===== config.mk =====
export PLATFORM = sky130hd
export DESIGN_NAME = remote_motion_command_controller
export DESIGN_NICKNAME = d
export VERILOG_FILES = /design/src/hw/rtl/rmc_pkg.sv /design/src/hw/rtl/rmc_cfg_regs.sv /design/src/hw/rtl/rmc_engine.sv /design/src/hw/rtl/remote_motion_command_controller.sv
export SDC_FILE = /design/constraint.sdc
export NUM_CORES = 1
export LEC_CHECK = 0
export BUFFER_PORTS_ARGS = -buffer_cell sky130_fd_sc_hd__buf_2
export CAP_MARGIN = 0
export CORE_MARGIN = 4
export CORE_UTILIZATION = 40
export DETAILED_ROUTE_END_ITERATION = 10
export MAX_ROUTING_LAYER = met4
export PLACE_DENSITY = 0.62
export SETUP_SLACK_MARGIN = 0.1
export SLEW_MARGIN = 0
export SYNTH_ARGS = -nofsm -noshare
export SYNTH_HDL_FRONTEND = slang
export SYNTH_SLANG_ARGS = --single-unit

===== constraint.sdc =====
create_clock -name clk -period 9.01 [get_ports clk]
set_input_delay 0.4505 -clock clk [delete_from_list [all_inputs] [get_ports clk]]
set_output_delay 0.4505 -clock clk [all_outputs]
set_load 0.02 [all_outputs]

===== src/hw/rtl/rmc_pkg.sv =====
// Package for the remote motion command controller.
// Holds the item, result and register types, the command codes and the angle conversions.
// No dependencies.
package rmc_pkg;

    // Input item kinds
    typedef enum logic [1:0] {
        KIND_BYTE  = 2'd0,
        KIND_LEFT  = 2'd1,
        KIND_RIGHT = 2'd2,
        KIND_NONE  = 2'd3
    } kind_t;

    // Configuration register indexes
    typedef enum logic [1:0] {
        REG_IR_LIMIT    = 2'd0,
        REG_RANGE_LIMIT = 2'd1,
        REG_PAN_BAND    = 2'd2,
        REG_TILT_BAND   = 2'd3
    } reg_index_t;

    // Modes
    localparam logic [1:0] MODE_NONE  = 2'd0;
    localparam logic [1:0] MODE_HARD  = 2'd1;
    localparam logic [1:0] MODE_SOFT  = 2'd2;
    localparam logic [1:0] MODE_SERVO = 2'd3;

    // Command bytes and byte ranges
    localparam logic [7:0] CMD_FORWARD    = 8'd8;
    localparam logic [7:0] CMD_BACK       = 8'd9;
    localparam logic [7:0] CMD_STOP       = 8'd5;
    localparam logic [7:0] CMD_RIGHT_LO   = 8'd12;
    localparam logic [7:0] CMD_LEFT_LO    = 8'd55;
    localparam logic [7:0] CMD_TILT_LO    = 8'd90;
    localparam logic [7:0] RIGHT_OFFSET   = 8'd10;
    localparam logic [7:0] LEFT_OFFSET    = 8'd55;
    localparam logic [7:0] TILT_OFFSET    = 8'd90;

    // Motor direction patterns
    localparam logic [3:0] DRIVE_STOP       = 4'h0;
    localparam logic [3:0] DRIVE_FORWARD    = 4'h6;
    localparam logic [3:0] DRIVE_BACK       = 4'h9;
    localparam logic [3:0] DRIVE_HARD_LEFT  = 4'h5;
    localparam logic [3:0] DRIVE_HARD_RIGHT = 4'hA;
    localparam logic [3:0] DRIVE_SOFT_LEFT  = 4'h4;
    localparam logic [3:0] DRIVE_SOFT_RIGHT = 4'h2;

    // Register reset values
    localparam logic [7:0] IR_LIMIT_RST    = 8'd220;
    localparam logic [7:0] RANGE_LIMIT_RST = 8'd130;
    localparam logic [7:0] PAN_BAND_RST    = 8'd7;
    localparam logic [7:0] TILT_BAND_RST   = 8'd2;
    localparam logic [7:0] SERVO_BASE      = 8'd35;

    typedef struct packed {
        logic [7:0] ir_limit;
        logic [7:0] range_limit;
        logic [7:0] pan_band;
        logic [7:0] tilt_band;
    } cfg_t;

    typedef struct packed {
        kind_t      kind;
        logic [7:0] command_byte;
        logic [7:0] ir_reading;
        logic [7:0] range_reading;
    } item_t;

    typedef struct packed {
        logic       turn_active;
        logic       obstacle_seen;
        logic [7:0] echo_byte;
        logic [1:0] current_mode;
        logic [7:0] tilt_compare;
        logic [7:0] pan_compare;
        logic [3:0] motor_drive;
    } result_t;

    // floor(a*40/153): reciprocal 857/2^17, exact for turn angles up to 200
    function automatic logic [5:0] count_for_angle(input logic [7:0] a);
        logic [13:0] n;
        logic [23:0] p;
        begin
            n = 14'(a) * 14'd40;
            p = 24'(n) * 24'd857;
            return p[22:17];
        end
    endfunction

    // floor(a*50/93)+35: reciprocal 2819/2^18, exact for a*50 up to 12750
    function automatic logic [7:0] compare_for_angle(input logic [7:0] a);
        logic [13:0] n;
        logic [25:0] p;
        begin
            n = 14'(a) * 14'd50;
            p = 26'(n) * 26'd2819;
            return p[25:18] + SERVO_BASE;
        end
    endfunction

    // |last - now| > band
    function automatic logic past_deadband(input logic [7:0] last, input logic [7:0] now,
                                           input logic [7:0] band);
        logic [7:0] d;
        begin
            d = (last >= now) ? (last - now) : (now - last);
            return d > band;
        end
    endfunction

endpackage


===== src/hw/rtl/rmc_cfg_regs.sv =====
// Configuration register file: obstacle limits and servo deadbands.
// Depends on rmc_pkg.
module rmc_cfg_regs (
    input  logic          clk,
    input  logic          rst_n,
    input  logic          wr_en,
    input  logic [1:0]    wr_index,
    input  logic [7:0]    wr_data,
    output rmc_pkg::cfg_t cfg
);
    import rmc_pkg::*;

    cfg_t cfg_reg;

    // Register writes
    always_ff @(posedge clk or negedge rst_n)
    begin
        if (!rst_n)
        begin
            cfg_reg.ir_limit    <= IR_LIMIT_RST;
            cfg_reg.range_limit <= RANGE_LIMIT_RST;
            cfg_reg.pan_band    <= PAN_BAND_RST;
            cfg_reg.tilt_band   <= TILT_BAND_RST;
        end
        else if (wr_en)
        begin
            case (reg_index_t'(wr_index))
                REG_IR_LIMIT:    cfg_reg.ir_limit    <= wr_data;
                REG_RANGE_LIMIT: cfg_reg.range_limit <= wr_data;
                REG_PAN_BAND:    cfg_reg.pan_band    <= wr_data;
                REG_TILT_BAND:   cfg_reg.tilt_band   <= wr_data;
                default:         cfg_reg <= cfg_reg;
            endcase
        end
    end

    assign cfg = cfg_reg;

endmodule


===== src/hw/rtl/rmc_engine.sv =====
// Controller state and its combinational update for one item.
// Depends on rmc_pkg. Result shows the state as it is after the item.
module rmc_engine (
    input  logic             clk,
    input  logic             rst_n,
    input  logic             step,
    input  rmc_pkg::item_t   item,
    input  rmc_pkg::cfg_t    cfg,
    output rmc_pkg::result_t result
);
    import rmc_pkg::*;

    logic [1:0] mode_reg,        mode_next;
    logic [3:0] drive_reg,       drive_next;
    logic       turning_reg,     turning_next;
    logic       watch_right_reg, watch_right_next;
    logic [5:0] target_reg,      target_next;
    logic [7:0] left_reg,        left_next;
    logic [7:0] right_reg,       right_next;
    logic [7:0] last_pan_reg,    last_pan_next;
    logic [7:0] last_tilt_reg,   last_tilt_next;
    logic [7:0] pan_reg,         pan_next;
    logic [7:0] tilt_reg,        tilt_next;
    logic       obstacle_reg,    obstacle_next;

    logic [7:0] b;
    logic [7:0] right_angle;
    logic [7:0] left_angle;
    logic [7:0] tilt_angle;
    logic       obst;
    logic       watched_pulse;
    logic [7:0] watched_count;

    assign b           = item.command_byte;
    assign right_angle = b - RIGHT_OFFSET;
    assign left_angle  = b - LEFT_OFFSET;
    assign tilt_angle  = b - TILT_OFFSET;
    assign obst        = (item.ir_reading < cfg.ir_limit) ||
                         (item.range_reading > cfg.range_limit);

    // Next state
    always_comb
    begin
        mode_next        = mode_reg;
        drive_next       = drive_reg;
        turning_next     = turning_reg;
        watch_right_next = watch_right_reg;
        target_next      = target_reg;
        left_next        = left_reg;
        right_next       = right_reg;
        last_pan_next    = last_pan_reg;
        last_tilt_next   = last_tilt_reg;
        pan_next         = pan_reg;
        tilt_next        = tilt_reg;
        obstacle_next    = obstacle_reg;
        watched_pulse    = 1'b0;
        watched_count    = left_reg;

        case (item.kind)
            KIND_BYTE:
            begin
                obstacle_next = obst;
                if (obst)
                    drive_next = DRIVE_STOP;

                // Decode, first match wins
                if (b inside {[8'd1:8'd3]})
                    mode_next = b[1:0];
                else if (mode_reg == MODE_HARD && b == CMD_FORWARD)
                begin
                    if (!obst)
                        drive_next = DRIVE_FORWARD;
                end
                else if (mode_reg == MODE_HARD && b == CMD_BACK)
                    drive_next = DRIVE_BACK;
                else if (mode_reg == MODE_HARD && b == CMD_STOP)
                    drive_next = DRIVE_STOP;
                else if ((mode_reg == MODE_HARD || mode_reg == MODE_SOFT) &&
                         b >= CMD_RIGHT_LO)
                begin
                    // Start a counted turn
                    left_next    = '0;
                    right_next   = '0;
                    turning_next = 1'b1;
                    if (b < CMD_LEFT_LO)
                    begin
                        target_next      = count_for_angle(right_angle);
                        watch_right_next = 1'b0;
                        drive_next       = (mode_reg == MODE_HARD) ? DRIVE_HARD_RIGHT
                                                                   : DRIVE_SOFT_RIGHT;
                    end
                    else
                    begin
                        target_next      = count_for_angle(left_angle);
                        watch_right_next = (mode_reg == MODE_SOFT);
                        drive_next       = (mode_reg == MODE_HARD) ? DRIVE_HARD_LEFT
                                                                   : DRIVE_SOFT_LEFT;
                    end
                end
                else if (mode_reg == MODE_SERVO && b >= CMD_TILT_LO)
                begin
                    if (past_deadband(last_tilt_reg, tilt_angle, cfg.tilt_band))
                    begin
                        tilt_next      = compare_for_angle(tilt_angle);
                        last_tilt_next = tilt_angle;
                    end
                end
                else if (mode_reg == MODE_SERVO)
                begin
                    if (past_deadband(last_pan_reg, b, cfg.pan_band))
                    begin
                        pan_next      = compare_for_angle(b);
                        last_pan_next = b;
                    end
                end
            end
            KIND_LEFT:
            begin
                if (left_reg != 8'hFF)
                    left_next = left_reg + 8'd1;
                watched_pulse = turning_reg && !watch_right_reg;
                watched_count = left_next;
            end
            KIND_RIGHT:
            begin
                if (right_reg != 8'hFF)
                    right_next = right_reg + 8'd1;
                watched_pulse = turning_reg && watch_right_reg;
                watched_count = right_next;
            end
            default:
            begin
                watched_pulse = 1'b0;
            end
        endcase

        // Turn ends once the watched wheel passes the target
        if (watched_pulse && watched_count > {2'b00, target_reg})
        begin
            drive_next   = DRIVE_STOP;
            turning_next = 1'b0;
        end
    end

    // State registers
    always_ff @(posedge clk or negedge rst_n)
    begin
        if (!rst_n)
        begin
            mode_reg        <= MODE_NONE;
            drive_reg       <= DRIVE_STOP;
            turning_reg     <= 1'b0;
            watch_right_reg <= 1'b0;
            target_reg      <= '0;
            left_reg        <= '0;
            right_reg       <= '0;
            last_pan_reg    <= '0;
            last_tilt_reg   <= '0;
            pan_reg         <= SERVO_BASE;
            tilt_reg        <= SERVO_BASE;
            obstacle_reg    <= 1'b0;
        end
        else if (step)
        begin
            mode_reg        <= mode_next;
            drive_reg       <= drive_next;
            turning_reg     <= turning_next;
            watch_right_reg <= watch_right_next;
            target_reg      <= target_next;
            left_reg        <= left_next;
            right_reg       <= right_next;
            last_pan_reg    <= last_pan_next;
            last_tilt_reg   <= last_tilt_next;
            pan_reg         <= pan_next;
            tilt_reg        <= tilt_next;
            obstacle_reg    <= obstacle_next;
        end
    end

    // Result from the updated state
    assign result.motor_drive   = drive_next;
    assign result.pan_compare   = pan_next;
    assign result.tilt_compare  = tilt_next;
    assign result.current_mode  = mode_next;
    assign result.echo_byte     = (item.kind == KIND_BYTE) ? b : 8'd0;
    assign result.obstacle_seen = obstacle_next;
    assign result.turn_active   = turning_next;

endmodule


===== src/hw/rtl/remote_motion_command_controller.sv =====
// Top level of the remote motion command controller: stream ports, input and result registers.
// Depends on rmc_pkg, rmc_cfg_regs and rmc_engine.
//
//  channel  | direction | handshake             | payload
//  ---------+-----------+-----------------------+------------------------------------------
//  s_axis   | in        | s_axis_tvalid/tready  | tdata: command, ir, range; tuser: kind
//  m_axis   | out       | m_axis_tvalid/tready  | tdata: one result item per input item
//  cfg      | in        | cfg_valid/cfg_ready   | cfg_index, cfg_data
//
// One item per cycle sustained while m_axis takes the results; after the input transaction the
// item passes the input register, then the state update into the result register.
// The state update runs when the input register holds an item and the result register is
// empty or being taken in the same cycle; a stalled m_axis holds both registers once full.
// rst_n resets the state, the valid flags and the configuration registers to their reset values.
// cfg_ready is always high.
module remote_motion_command_controller (
    input  logic        clk,
    input  logic        rst_n,
    input  logic        s_axis_tvalid,
    output logic        s_axis_tready,
    input  logic [23:0] s_axis_tdata,   // command_byte[7:0], ir_reading[15:8], range_reading[23:16]
    input  logic [1:0]  s_axis_tuser,   // kind[1:0]
    output logic        m_axis_tvalid,
    input  logic        m_axis_tready,
    output logic [31:0] m_axis_tdata,   // motor_drive[3:0], pan_compare[11:4], tilt_compare[19:12],
                                        // current_mode[21:20], echo_byte[29:22],
                                        // obstacle_seen[30], turn_active[31]
    input  logic        cfg_valid,
    output logic        cfg_ready,
    input  logic [1:0]  cfg_index,
    input  logic [7:0]  cfg_data
);
    import rmc_pkg::*;

    logic    in_valid_reg;
    item_t   in_reg;
    logic    out_valid_reg;
    result_t out_reg;
    logic    step;
    cfg_t    cfg;
    result_t result;

    assign cfg_ready     = 1'b1;
    assign step          = in_valid_reg && (!out_valid_reg || m_axis_tready);
    assign s_axis_tready = !in_valid_reg || step;

    rmc_cfg_regs u_cfg (
        .clk      (clk),
        .rst_n    (rst_n),
        .wr_en    (cfg_valid && cfg_ready),
        .wr_index (cfg_index),
        .wr_data  (cfg_data),
        .cfg      (cfg)
    );

    rmc_engine u_engine (
        .clk    (clk),
        .rst_n  (rst_n),
        .step   (step),
        .item   (in_reg),
        .cfg    (cfg),
        .result (result)
    );

    // Input register
    always_ff @(posedge clk or negedge rst_n)
    begin
        if (!rst_n)
            in_valid_reg <= 1'b0;
        else if (s_axis_tready)
            in_valid_reg <= s_axis_tvalid;
    end

    always_ff @(posedge clk)
    begin
        if (s_axis_tvalid && s_axis_tready)
        begin
            in_reg.kind          <= kind_t'(s_axis_tuser);
            in_reg.command_byte  <= s_axis_tdata[7:0];
            in_reg.ir_reading    <= s_axis_tdata[15:8];
            in_reg.range_reading <= s_axis_tdata[23:16];
        end
    end

    // Result register
    always_ff @(posedge clk or negedge rst_n)
    begin
        if (!rst_n)
            out_valid_reg <= 1'b0;
        else if (step)
            out_valid_reg <= 1'b1;
        else if (m_axis_tready)
            out_valid_reg <= 1'b0;
    end

    always_ff @(posedge clk)
    begin
        if (step)
            out_reg <= result;
    end

    assign m_axis_tvalid = out_valid_reg;
    assign m_axis_tdata  = out_reg;

endmodule

==> run summary <==
Hold Crit Class - in2reg
Yosys cell types - 88
Slew Viols, Final - 0
Initial Util - 40.3%
Initial antenna violation count - 1
Critical path's largest stage delay - 520 ps
Gpl congestion - 0.874
Clock Latency Late Sink - 460 ps
Avg Inst Size Synth - 9.89 um2
CP max-delay cell - fa_1
Die height - 227 um
Post-synthesis register bit count - 155
Number of I/O pins - 76
Most used cell, CP - ha_1
Final setup TNS - 0 ps
Post-Syn Instances - 1944
WP data required - 9200 ps
Post-synth EDFFs - 58
Layout cells sized above 1 - 10.7%
Least-Margin Pin Slew - 1170 ps
Largest net degree at the start of global routing - 70
Synth-to-Final Area Change - 9.57%
CP Capture Type - register
Post-Place Cells - 2621
Die Width - 227 um
DP Wirelength - 34400 um
Max Clk Rate - 121 MHz
Total GRT Usage - 17.5%
FILL cells - 4529
CTS H-tree depth - 4
Final worst path period share - 91.6%
Total global routing overflow - 0
Synth warnings - 0
Worst setup SP type - register
Largest family of logic cells by synthesized area - adder cells
Routed WL - 42300 um
CTS tree - built
Fin cells - 2659
Post-DRT Antenna Nets - 0
Final nets - 2656
WS Path Type - reg2reg
Status - finished, final reports clean
Simple-gate share of the synthesized area - 9.34%
Row Count - 80
Port bufs - 74
Residual DRC count - 0
Primary FF master, synth - dfrtp_1
Sequential share of the synthesized area - 21.8%
Clk_skew - 17.3 ps
Mapped Area - 19200 um2
First-pass DRT Iterations - 4
Final Hold Viols - 0
Max clock buf depth - 2
DIE AREA - 51600 um2
Syn Nets - 2570
Via count of the first global-routing pass - 14300
Compound-cell area share of the yosys netlist - 12.6%
Wirelength per Cell - 15.9 um
CTS Root Cell - clkbuf_16
Final min period - 8260 ps
Synth Area in XOR/XNOR - 4.56%
# setup viols final - 0
Core Area - 47600 um2
TritonCTS Sinks - 155
Multiplexer share of the synthesized area - 3.57%
Critical Path AT - 8450 ps
Max Cap Violations - 0
Via count - 13900
DR vias/cell - 5.24
1st-iter DRT viols - 602
Relative slew margins - 21.5%
CP Max Fanout - 9
RSZ-0062 raised after global routing - no
Synth Area in Adders - 42.0%
Asr flop ratio synth - 62.6%
Clock slew at reported path FFs - 80 ps
First-pass GRT wire length - 70900 um
CTS buffer count - 17
## Yosys cell counts (7+ instances only)
cell	count	area, um2
xor2_1	26	228
and2_1	7	43.8
mux2i_1	18	180
mux2_2	45	507
nand3_1	36	180
o211ai_1	9	67.6
o21bai_1	9	67.6
ha_1	485	6070
fa_1	100	2000
or3_1	8	50.1
o31ai_1	8	60.1
dfstp_2	17	447
nor2_1	72	270
o21a_1	16	120
o21ai_1	10	50.1
xnor2_1	74	648
dfrtp_1	80	2000
nand4_1	16	100
o21ai_0	84	420
a21o_1	36	270
nand2b_1	16	100
edfxtp_1	58	1740
nand2_1	130	488
a21oi_1	76	380
nor3_1	25	125
a211oi_1	24	180
a22oi_1	11	82.6
and3_1	14	87.6
clkbuf_1	23	86.3
inv_1	276	1040
nor2b_1	18	113
a31oi_1	10	62.6
## worst max-delay path, delay by kind of cell (launching register included)
kind / cells / cell delay (ps)
flip-flops: 1 / 420
XOR/XNOR: 5 / 590
adder cells (fa/ha/maj): 10 / 3500
buffers and inverters: 9 / 970
AO/OA/AOI/OAI: 11 / 1920
AND/OR/NAND/NOR: 4 / 610
## logic make-up (layout without fill, tap and decap cells)
logic type | after synthesis | count (layout)
simple gates | 371 | 371
compound gates | 360 | 360
xor+xnor | 100 | 100
fa+ha+maj | 585 | 585
mux | 63 | 63
flops | 155 | 155
other cells | 1 | 2
buf+inv | 309 | 408
## placed cells by master, fill, tap and decap left out, types with 5 or more instances in the layout
master / instances
and2_1: 7
a21boi_0: 6
o21bai_1: 9
o31ai_1: 8
o211ai_1: 9
nand2b_1: 16
nand3b_1: 6
ha_1: 484
a21oi_1: 76
nor2_1: 72
o21a_1: 16
or3_1: 8
o21ai_0: 84
buf_2: 73
mux2i_1: 18
fa_1: 100
a211oi_1: 24
buf_4: 24
xor2_1: 24
a31oi_1: 10
o22ai_1: 5
dfstp_2: 17
xnor2_1: 74
o21ai_1: 10
mux2_2: 45
nand4_1: 16
nor2b_1: 18
inv_8: 6
inv_1: 275
edfxtp_1: 58
dfrtp_1: 80
clkinv_8: 5
nor3_1: 25
clkbuf_16: 17
and3_1: 14
a22oi_1: 11
a21o_1: 36
nand3_1: 36
nand2_1: 130
## path summary, 6_finish.rpt
path	from	endpoint	slack (ps)	depth (start not counted)
min reg2reg	u_engine.tilt_reg[5]$_DFFE_PN1P_	u_engine.tilt_reg[5]$_DFFE_PN1P_	460	2
max	in_reg[18]$_DFFE_PP_	m_axis_tdata[18]$_DFFE_PP_	750	39
min	s_axis_tdata[15]	in_reg[15]$_DFFE_PP_	160	1
max in group asynchronous	rst_n	u_cfg.cfg[29]$_DFFE_PN0P_	7220	3
min in group asynchronous	rst_n	u_engine.drive_reg[1]$_DFFE_PN0P_	470	2
max reg2reg	in_reg[18]$_DFFE_PP_	m_axis_tdata[18]$_DFFE_PP_	750	39
## final cells by class
type | count | area, um2 | share of cell area [%]
Clock inverter | 15 | 199 | 0.945
Timing Repair Buffer | 98 | 556 | 2.64
Antenna cell | 1 | 2.50 | 0.0119
Inverter | 278 | 1040 | 4.96
Clock buffer | 17 | 425 | 2.02
Sequential cell | 155 | 4190 | 19.9
Tap cell | 615 | 769 | 3.65
Multi-Input combinational cell | 1480 | 13900 | 65.9
## repair_timing
action                                  in CTS  in global routing
endpoints found under the setup margin       0                  6
setup buffers                                0                  4
hold buffers                                 1                  0
gates resized for setup                      0                  5
hold endpoints to repair                    28                  0
## per-stage QoR
| step | worst slack [ps] | hold slack (ps) | utilization, % | cell area, um2 |
|---|---|---|---|---|
| final | 753 | 158 | 44.2 | 21100 |
| after global routing | 138 | 131 | 44.2 | 21100 |
| after CTS | 449 | 115 | 44.1 | 21000 |
| after detailed placement | 471 | 411 | 42.7 | 20400 |
| after global placement | 787 | 408 | 42.7 | 20400 |
| after floorplan | 690 | 155 | - | 19200 |
## layer usage
metal | vias up | wire length (um) | GRT usage, % | share of wire (%)
met4 | 0 | 618 | 3.96 | 1.5
li1 | 6996 | - | - | -
met1 | 6726 | 20100 | 22.9 | 47
met2 | 184 | 20300 | 28.7 | 48
met5 | - | 0 | - | 0
met3 | 38 | 1350 | 2.70 | 3.2
Power is left out: the tool's default activity adds up to more than one toggle a clock period on the data nets, which glitch-free logic cannot reach.
